--- config.mk ---
export PLATFORM = sky130hd
export DESIGN_NAME = bfs_ctrl
export DESIGN_NICKNAME = d
export VERILOG_FILES = /design/src/hw/rtl/bfs_pkg.sv /design/src/hw/rtl/bfs_ctrl.sv
export SDC_FILE = /design/constraint.sdc
export NUM_CORES = 1
export LEC_CHECK = 0
export BUFFER_PORTS_ARGS = -buffer_cell sky130_fd_sc_hd__buf_2
export CAP_MARGIN = 20
export CORE_AREA = 2 2 46 80
export CTS_CLUSTER_SIZE = 30
export DETAILED_ROUTE_END_ITERATION = 10
export DIE_AREA = 0 0 48 82
export MAX_ROUTING_LAYER = met4
export PLACE_DENSITY = 0.84
export SLEW_MARGIN = 10
export SYNTH_ARGS = -nofsm -noshare
export SYNTH_HDL_FRONTEND = slang
export SYNTH_SLANG_ARGS = --single-unit
--- constraint.sdc ---
create_clock -name clk -period 2.2 [get_ports clk]
set_input_delay 0.33 -clock clk [delete_from_list [all_inputs] [get_ports clk]]
set_output_delay 0.33 -clock clk [all_outputs]
set_load 0.05 [all_outputs]
--- src/hw/rtl/bfs_pkg.sv ---
// ----------------------------------------------------------------------------
// bfs_pkg
// Shared types, constants and SHA-256 helper functions for the bloom filter.
// ----------------------------------------------------------------------------
package bfs_pkg;

	// default filter size and register reset values
	localparam int unsigned DEF_MAX_BITS = 65536;
	localparam logic [4:0]  NH_RST       = 5'd3;
	localparam logic [16:0] BC_RST       = 17'd65536;

	// register index, taken from paddr[2]
	localparam logic REG_NUM_HASHES = 1'b0;
	localparam logic REG_BIT_COUNT  = 1'b1;

	// widest chunk: seven bytes
	localparam int unsigned CHUNK_W = 56;

	// byte positions inside one 64-byte block, last round index and pad marker
	localparam logic [5:0] POS_LAST   = 6'd63;
	localparam logic [5:0] POS_LENGTH = 6'd56;
	localparam logic [5:0] RND_LAST   = 6'd63;
	localparam logic [7:0] PAD_MARK   = 8'h80;

	typedef enum logic [3:0] {
		ST_CLEAR,
		ST_IDLE,
		ST_RINIT,
		ST_ROUND,
		ST_HADD,
		ST_XINIT,
		ST_LOAD,
		ST_MOD,
		ST_MEM,
		ST_CHK,
		ST_DONE
	} state_t;

	typedef enum logic [1:0] {
		PH_ABSORB,
		PH_PAD1,
		PH_PAD2
	} phase_t;

	// how block words are formed during a compression
	typedef enum logic [1:0] {
		PAD_NONE,
		PAD_MARK_BLK,
		PAD_LEN_BLK
	} pad_t;

	typedef struct packed {
		logic       byte_wr;
		logic       rnd_init;
		logic       rnd_step;
		logic       hash_add;
		pad_t       pad;
		logic [5:0] rnd;
		logic       hash_rst;
		logic       idx_init;
		logic       chunk_load;
		logic       mod_step;
		logic       mem_wr;
		logic       mem_rd;
		logic       check;
		logic       clr_wr;
		logic       finish;
	} cmd_t;

	typedef struct packed {
		logic [5:0] pos;
		logic       tail_long;
		logic       act;
		logic [2:0] clen;
		logic       clr_last;
	} sts_t;

	localparam logic [31:0] IV_TAB [8] = '{
		32'h6a09e667, 32'hbb67ae85, 32'h3c6ef372, 32'ha54ff53a,
		32'h510e527f, 32'h9b05688c, 32'h1f83d9ab, 32'h5be0cd19
	};

	localparam logic [31:0] K_TAB [64] = '{
		32'h428a2f98, 32'h71374491, 32'hb5c0fbcf, 32'he9b5dba5,
		32'h3956c25b, 32'h59f111f1, 32'h923f82a4, 32'hab1c5ed5,
		32'hd807aa98, 32'h12835b01, 32'h243185be, 32'h550c7dc3,
		32'h72be5d74, 32'h80deb1fe, 32'h9bdc06a7, 32'hc19bf174,
		32'he49b69c1, 32'hefbe4786, 32'h0fc19dc6, 32'h240ca1cc,
		32'h2de92c6f, 32'h4a7484aa, 32'h5cb0a9dc, 32'h76f988da,
		32'h983e5152, 32'ha831c66d, 32'hb00327c8, 32'hbf597fc7,
		32'hc6e00bf3, 32'hd5a79147, 32'h06ca6351, 32'h14292967,
		32'h27b70a85, 32'h2e1b2138, 32'h4d2c6dfc, 32'h53380d13,
		32'h650a7354, 32'h766a0abb, 32'h81c2c92e, 32'h92722c85,
		32'ha2bfe8a1, 32'ha81a664b, 32'hc24b8b70, 32'hc76c51a3,
		32'hd192e819, 32'hd6990624, 32'hf40e3585, 32'h106aa070,
		32'h19a4c116, 32'h1e376c08, 32'h2748774c, 32'h34b0bcb5,
		32'h391c0cb3, 32'h4ed8aa4a, 32'h5b9cca4f, 32'h682e6ff3,
		32'h748f82ee, 32'h78a5636f, 32'h84c87814, 32'h8cc70208,
		32'h90befffa, 32'ha4506ceb, 32'hbef9a3f7, 32'hc67178f2
	};

	function automatic logic [31:0] rotr(input logic [31:0] x, input int unsigned n);
		return (x >> n) | (x << (32 - n));
	endfunction

	function automatic logic [31:0] bsig0(input logic [31:0] x);
		return rotr(x, 2) ^ rotr(x, 13) ^ rotr(x, 22);
	endfunction

	function automatic logic [31:0] bsig1(input logic [31:0] x);
		return rotr(x, 6) ^ rotr(x, 11) ^ rotr(x, 25);
	endfunction

	function automatic logic [31:0] ssig0(input logic [31:0] x);
		return rotr(x, 7) ^ rotr(x, 18) ^ (x >> 3);
	endfunction

	function automatic logic [31:0] ssig1(input logic [31:0] x);
		return rotr(x, 17) ^ rotr(x, 19) ^ (x >> 10);
	endfunction

	function automatic logic [31:0] ch(input logic [31:0] e, input logic [31:0] f,
			input logic [31:0] g);
		return (e & f) ^ (~e & g);
	endfunction

	function automatic logic [31:0] maj(input logic [31:0] a, input logic [31:0] b,
			input logic [31:0] c);
		return (a & b) ^ (a & c) ^ (b & c);
	endfunction

	// bytes per chunk: min(32 / n, 7), zero for no hashes
	function automatic logic [2:0] chunk_len(input logic [4:0] n);
		logic [2:0] r;
		case (n) inside
			5'd0:             r = 3'd0;
			[5'd1:5'd4]:      r = 3'd7;
			5'd5:             r = 3'd6;
			5'd6:             r = 3'd5;
			[5'd7:5'd8]:      r = 3'd4;
			[5'd9:5'd10]:     r = 3'd3;
			[5'd11:5'd16]:    r = 3'd2;
			default:          r = 3'd1;
		endcase
		return r;
	endfunction

endpackage

--- src/hw/rtl/bfs_ctrl.sv ---
// ----------------------------------------------------------------------------
// bfs_ctrl
// Sequencer: byte intake, compression rounds, padding blocks, index loop.
// ----------------------------------------------------------------------------
module bfs_ctrl (
	input  logic          clk,
	input  logic          arst_n,
	input  logic          start,
	input  logic          key_last,
	input  logic [4:0]    num_hashes,
	input  bfs_pkg::sts_t sts,
	output bfs_pkg::cmd_t cmd,
	output logic          busy
);
	import bfs_pkg::*;

	state_t     state_q, state_nxt;
	phase_t     phase_q;
	logic       fin_q;
	logic [5:0] rnd_q;
	logic [5:0] step_q;
	logic [4:0] hcnt_q;
	logic       hash_last;
	logic       mod_last;

	assign hash_last = hcnt_q == (num_hashes - 5'd1);
	assign mod_last  = step_q == ({sts.clen, 3'b000} - 6'd1);

	// next state
	always_comb begin
		state_nxt = state_q;
		case (state_q)
			ST_CLEAR: begin
				if (sts.clr_last) state_nxt = ST_IDLE;
			end
			ST_IDLE: begin
				if (start && ((sts.pos == POS_LAST) || key_last)) state_nxt = ST_RINIT;
			end
			ST_RINIT: state_nxt = ST_ROUND;
			ST_ROUND: begin
				if (rnd_q == RND_LAST) state_nxt = ST_HADD;
			end
			ST_HADD: begin
				case (phase_q)
					PH_ABSORB: state_nxt = fin_q ? ST_RINIT : ST_IDLE;
					PH_PAD1:   state_nxt = sts.tail_long ? ST_RINIT : ST_XINIT;
					default:   state_nxt = ST_XINIT;
				endcase
			end
			ST_XINIT: state_nxt = (num_hashes == 5'd0) ? ST_DONE : ST_LOAD;
			ST_LOAD:  state_nxt = ST_MOD;
			ST_MOD: begin
				if (mod_last) state_nxt = ST_MEM;
			end
			ST_MEM: begin
				if (sts.act) state_nxt = ST_CHK;
				else         state_nxt = hash_last ? ST_DONE : ST_LOAD;
			end
			ST_CHK:  state_nxt = hash_last ? ST_DONE : ST_LOAD;
			ST_DONE: state_nxt = ST_IDLE;
			default: state_nxt = ST_IDLE;
		endcase
	end

	// command outputs
	always_comb begin
		cmd     = '0;
		cmd.rnd = rnd_q;
		busy    = state_q != ST_IDLE;
		case (state_q)
			ST_CLEAR: cmd.clr_wr   = 1'b1;
			ST_IDLE:  cmd.byte_wr  = start;
			ST_RINIT: cmd.rnd_init = 1'b1;
			ST_ROUND: begin
				cmd.rnd_step = 1'b1;
				case (phase_q)
					PH_ABSORB: cmd.pad = PAD_NONE;
					PH_PAD1:   cmd.pad = PAD_MARK_BLK;
					default:   cmd.pad = PAD_LEN_BLK;
				endcase
			end
			ST_HADD:  cmd.hash_add   = 1'b1;
			ST_XINIT: cmd.idx_init   = 1'b1;
			ST_LOAD:  cmd.chunk_load = 1'b1;
			ST_MOD:   cmd.mod_step   = 1'b1;
			ST_MEM: begin
				cmd.mem_rd = sts.act;
				cmd.mem_wr = !sts.act;
			end
			ST_CHK: cmd.check = 1'b1;
			ST_DONE: begin
				cmd.finish   = 1'b1;
				cmd.hash_rst = 1'b1;
			end
			default: cmd = '0;
		endcase
	end

	// state and counters
	always_ff @(posedge clk or negedge arst_n) begin
		if (!arst_n) begin
			state_q <= ST_CLEAR;
			phase_q <= PH_ABSORB;
			fin_q   <= 1'b0;
			rnd_q   <= '0;
			step_q  <= '0;
			hcnt_q  <= '0;
		end else begin
			state_q <= state_nxt;
			if (state_q == ST_IDLE && start) begin
				fin_q   <= key_last;
				phase_q <= (sts.pos == POS_LAST) ? PH_ABSORB : PH_PAD1;
			end
			if (state_q == ST_HADD) begin
				if (phase_q == PH_ABSORB)    phase_q <= PH_PAD1;
				else if (phase_q == PH_PAD1) phase_q <= PH_PAD2;
			end
			if (state_q == ST_RINIT) rnd_q <= '0;
			else if (state_q == ST_ROUND) rnd_q <= rnd_q + 6'd1;
			if (state_q == ST_LOAD) step_q <= '0;
			else if (state_q == ST_MOD) step_q <= step_q + 6'd1;
			if (state_q == ST_XINIT) hcnt_q <= '0;
			else if ((state_q == ST_MEM && !sts.act) || state_q == ST_CHK)
				hcnt_q <= hcnt_q + 5'd1;
		end
	end

endmodule

==> flow_summary.ini, run 1 <==
[synthesis]
synth-edff-count = 0
yosysUniqueCellTypes = 42
yosysSeqAreaShare_pct = 36.5
async_flop_share_pct = 100
ys.flop_type = dfrtp_1
ys_ff_latch = 24
yosysWarnings = 0
syn_area_um2 = 1640
avgSynthCellArea_um2 = 8.43
synth_cells = 195
syn_nets = 221

[global_route]
antenna_found_initial = 0
gr-total-overflow = 0
grt_pass1_wl_mm = 6.13
grt_usage_pct = 22.2
grt_max_degree = 25
grt_pass1_vias = 1509

[routing]
firstDrtPassIters = 4
drt_drc_violations_left = 0
wl_per_cell_um = 13.5
drt_iter0_markers = 41
vias_per_cell = 5.48
vias = 1552
ant_nets = 0
route.final.wire_length_mm = 3.82

[floorplan]
num_rows = 28
fp.dieH_um = 82
die_w_um = 48
io_pins = 43
initial_utilization_pct = 49.4
dieArea_um2 = 3940
coreArea_um2 = 3330

[critical_path]
crit-reg2reg-launch = state_q[3]
crit_end = cmd[3]
rr_endpoint = state_q[1]
crit_type = reg2out
cp-end-kind = output port
r2r_slack_ns = 0.32
critPathRequiredTime_ns = 1.87
start_kind = flop
cp-startpoint = state_q[3]
crit_fanout = 14
arrival_ns = 1.77
rr_worst_depth = 5

[sta]
relSlewSlack_pct = 63.3
worst_slew_pin_slew_ns = 0.549
clock.fmax_mhz = 477
hold_viol_final = 0
rsz0062_at_grt = false
drv_slew = 0
finalClockSkew_ns = 0.00628
period_share_pct = 95.3
setup_viol = 0
period_minus_slack_ns = 2.10

[final_layout]
fin_area_um2 = 1970
area_growth_pct = 20.1
fill_cells = 314
antenna_cells = 0
utilization_pct = 59.3
final_nets = 266
drive_gt1_share_pct = 26.9

[pwr]
power.switching_mw = 1.18
p_per_area_nw_per_um2 = 1190
sw_frac_of_total_pct = 50.1
p_int_mw = 1.18
ir_worst_vdd_v = 0.000551
power.share.sequential_pct = 30.3
combPwrFrac_pct = 58.7
p_leak_nw = 0.988
p_clk_share_pct = 11.0

[placed_design]
place_hpwl_mm = 3.03
gp_congestion = 0.853
portBuffers = 42
placed_cell_area_um2 = 1930

[outcome]
run_status = finished clean

[min_path]
hold_path.class = in2async

[clocking]
cts_tree = done
clk_pin_slew_ns = 0.08
clkSinkCount = 24
postCtsSetupRepairBufs = 0
clock_latency_ns = 0.27
root_buffer = clkbuf_8
htreeDepth = 1
cts_buffers = 3
ctsLongestPathBuffers = 2

[flow_run]
drv_cap = 0
## state kept, by name, indices dropped and copies added, names as in the netlist
name and cells:
rnd_q 6, state_q 4, phase_q 2, step_q 6
hcnt_q 5, fin_q 1
## power groups by stage
stage                     combinational, mW  clock, mW  sequential, mW
after global routing                   1.51      0.282           0.732
after CTS                              1.38      0.270           0.703
after detailed placement               1.37          0           0.711
after floorplan                        1.10          0           0.651
final                                  1.38      0.260           0.713
after global placement                 1.35          0           0.702
## cell type report
| class | count | area [µm²] | share of cell area, % |
|---|---|---|---|
| clock buffer | 3 | 41.3 | 2.09 |
| multi-input combinational | 154 | 987 | 50.0 |
| sequential | 24 | 601 | 30.4 |
| tap | 45 | 56.3 | 2.85 |
| inverter | 9 | 33.8 | 1.71 |
| timing repair buffer | 48 | 255 | 12.9 |
## placed cells by master (no fill, tap or decap), drive strengths merged, types with 7 or more instances in the layout
master and count:
nand2 21, dfrtp 24, o21ai 15, xor2 9, xnor2 7, a21oi 8, nor2 25, buf 48
and2 7, inv 9
## per-layer routing
| layer | GRT usage (%) | share of wire, % | up-vias |
|---|---|---|---|
| li1 | - | - | 767 |
| met1 | 21.4 | 39 | 736 |
| met2 | 39.9 | 56 | 42 |
| met3 | 3.08 | 3.1 | 7 |
| met4 | 11.6 | 2.0 | 0 |
| met5 | - | 0 | - |
## cells by family after synthesis
logic type	count (synthesis)	share of synthesized area (%)
simple gates	87	26.3
flops	24	36.5
mux	6	4.03
compound gates	40	15.9
xor+xnor	16	8.52
buf+inv	17	4.95
fa+ha+maj	5	3.81
## synthesized netlist by cell type (2+ instances only)
master	n	area, µm²
a31oi_1	3	18.8
buf_4	2	15.0
nor2_1	25	93.8
and3_1	4	25.0
ha_1	5	62.6
nor4_1	3	18.8
o21bai_1	2	15.0
nor4b_1	2	17.5
nand2b_1	6	37.5
xor2_1	9	78.8
and2_1	6	37.5
dfrtp_1	24	601
buf_2	2	10.0
nor3_1	4	20.0
nand2_1	21	78.8
nand3_1	4	20.0
xnor2_1	7	61.3
nor2b_1	3	18.8
nand4_1	6	37.5
mux2i_1	4	40.0
a22o_1	2	17.5
inv_1	9	33.8
o31ai_1	2	15.0
o21ai_0	14	70.1
a21oi_1	7	35.0
clkbuf_1	3	11.3
## how the worst min path moves through the flow
stage          cells past startpoint    endpoint    from  slack (ns)
6_report                           1    rnd_q[4]  arst_n        0.04
5_1_grt                            1  phase_q[1]  arst_n        0.08
4_1_cts                            1  phase_q[1]  arst_n        0.05
3_5_place_dp                       1  phase_q[1]  arst_n        0.35
3_3_place_gp                       1  phase_q[1]  arst_n        0.35
2_1_floorplan                      0       fin_q  arst_n        0.03
## stage by stage
step / power, mW / hold slack, ns / instances / TNS [ns] / worst slack (ns)
floorplan: 1.75 / 0.0344 / 195 / -0.109 / -0.109
global placement: 2.06 / 0.350 / 280 / 0 / 0.166
detailed placement: 2.09 / 0.352 / 280 / 0 / 0.0894
CTS: 2.36 / 0.0532 / 283 / 0 / 0.0218
global route: 2.52 / 0.0816 / 283 / 0 / 0.000195
finish: 2.35 / 0.0357 / 283 / 0 / 0.103
## critical path, cell delays in order, from the launching register on
cell,delay [ns]
dfrtp_1,0.61
nand2b_1,0.22
nor4b_2,0.34
buf_2,0.32
## what timing repair did
action	CTS	global route
gates resized for setup	0	2
hold buffers	0	0
endpoints found under the setup margin	0	7
Power figures use the tool's default switching activity.
==> run 2, diff against run 1 <==
REMOVE_ABC_BUFFERS = 1   (was unset)
==> flow_summary.ini, run 2 (synthesis gave the netlist of run 1 again) <==
[sta]
clock.fmax_mhz = 468
rsz0062_at_grt = true
period_share_pct = 97.2
worst_slew_pin_slew_ns = 0.538
drv_slew = 0
finalClockSkew_ns = 0.00199
period_minus_slack_ns = 2.14
hold_viol_final = 0
relSlewSlack_pct = 64.1
setup_viol = 0

[global_route]
grt_pass1_vias = 1434
antenna_found_initial = 0
grt_max_degree = 25
gr-total-overflow = 0
grt_pass1_wl_mm = 5.98
grt_usage_pct = 20.9

[critical_path]
crit_buf_inv = 2
cp-end-kind = output port
r2r_slack_ns = 0.26
crit-reg2reg-launch = state_q[1]
arrival_ns = 1.81
slowest_stage = nor4b_1
cp_cell_sequence = nor4b_1, nand2_1, inv_1, buf_2
crit_fanout = 10
start_kind = flop
cpPeakStageDelay_ns = 0.54
critPathRequiredTime_ns = 1.87
crit_type = reg2out
rr_endpoint = state_q[1]
rr_worst_depth = 5
cp_top_family = simple AND/OR/NAND/NOR gates

[clocking]
ctsLongestPathBuffers = 2
clock_latency_ns = 0.26
postCtsSetupRepairBufs = 0
cts_tree = done
hold_buffers = 0
clkSinkCount = 24
cts_buffers = 3
clk_pin_slew_ns = 0.08
htreeDepth = 1
root_buffer = clkbuf_8

[floorplan]
dieArea_um2 = 3940
fp.dieH_um = 82
num_rows = 28
coreArea_um2 = 3330
die_w_um = 48
initial_utilization_pct = 49.4
io_pins = 43

[pwr]
p_leak_nw = 0.997
p_per_area_nw_per_um2 = 1220
ir_worst_vdd_v = 0.000848
totalPowerFinal_mw = 2.43

[final_layout]
area_growth_pct = 20.9
final_nets = 266
final_common_cell = buf_2
drive_gt1_share_pct = 26.4
antenna_cells = 0
fill_cells = 296
top_regs = rnd_q: 6 flops, step_q: 6 flops, hcnt_q: 5 flops
utilization_pct = 59.7
fin_area_um2 = 1990
layout_common_cells = buf_2 (42), nor2_1 (25), dfrtp_1 (23), nand2_1 (21), o21ai_0 (13)

[routing]
drt_iter0_markers = 41
wl_per_cell_um = 12.9
drt_drc_violations_left = 0
firstDrtPassIters = 4
route.final.wire_length_mm = 3.66
vias = 1546
vias_per_cell = 5.44
ant_nets = 0

[flow_run]
drv_cap = 0

[placed_design]
gp_congestion = 0.815
placed_cell_area_um2 = 1910
portBuffers = 42
place_hpwl_mm = 2.86

[min_path]
hold_path.class = in2async

[outcome]
run_status = finished clean
-- run 2: worst max-delay path by stage --
stage	from	endpoint	cells past startpoint
after floorplan	state_q[1]	state_q[1]	4
after detailed placement	num_hashes[0]	state_q[2]	8
after global placement	num_hashes[0]	state_q[2]	8
after global routing	state_q[3]	cmd[5]	4
after CTS	state_q[1]	cmd[20]	4
final	state_q[1]	cmd[20]	4
-- run 2: what timing repair did --
item	CTS	global route
resized for setup	3	0
setup endpoints to repair	3	3
cloned	0	0
pin swaps	0	0
-- run 2: per-stage QoR --
| stage | TNS, ns | setup WS, ns | hold slack, ns | instances |
|---|---|---|---|---|
| 6_report | 0 | 0.0624 | 0.0361 | 284 |
| 5_1_grt | -0.130 | -0.0656 | 0.0697 | 284 |
| 4_1_cts | 0 | 0.0440 | 0.0574 | 284 |
| 3_5_place_dp | 0 | 0.175 | 0.344 | 280 |
| 3_3_place_gp | 0 | 0.243 | 0.345 | 280 |
| 2_1_floorplan | -3.97 | -0.835 | 0.0344 | 187 |
-- run 2: final cells by class --
cell class,count,area (µm²),area share (%)
clock buffers,3,41.3,2.08
clock inverters,1,30.0,1.51
inverters,9,33.8,1.70
multi-input cells,154,968,48.7
flip-flops and latches,24,602,30.3
well taps,45,56.3,2.83
repair buffers,48,255,12.8
-- run 2: routing by layer --
| layer | GRT usage, % | part of all wire [%] | wire, µm | vias up |
|---|---|---|---|---|
| met2 | 38.0 | 57 | 2100 | 37 |
| met3 | 0.879 | 2.6 | 96 | 6 |
| met4 | 7.57 | 1.8 | 64 | 0 |
| li1 | - | - | - | 772 |
| met5 | - | 0 | 0 | - |
| met1 | 22.7 | 38 | 1400 | 731 |
-- run 2: power breakdown --
part	internal [mW]	total (mW)	switching (mW)
registers	0.553	0.726	0.173
clock network	0.243	0.382	0.139
logic	0.481	1.32	0.842
total	1.28	2.43	1.15
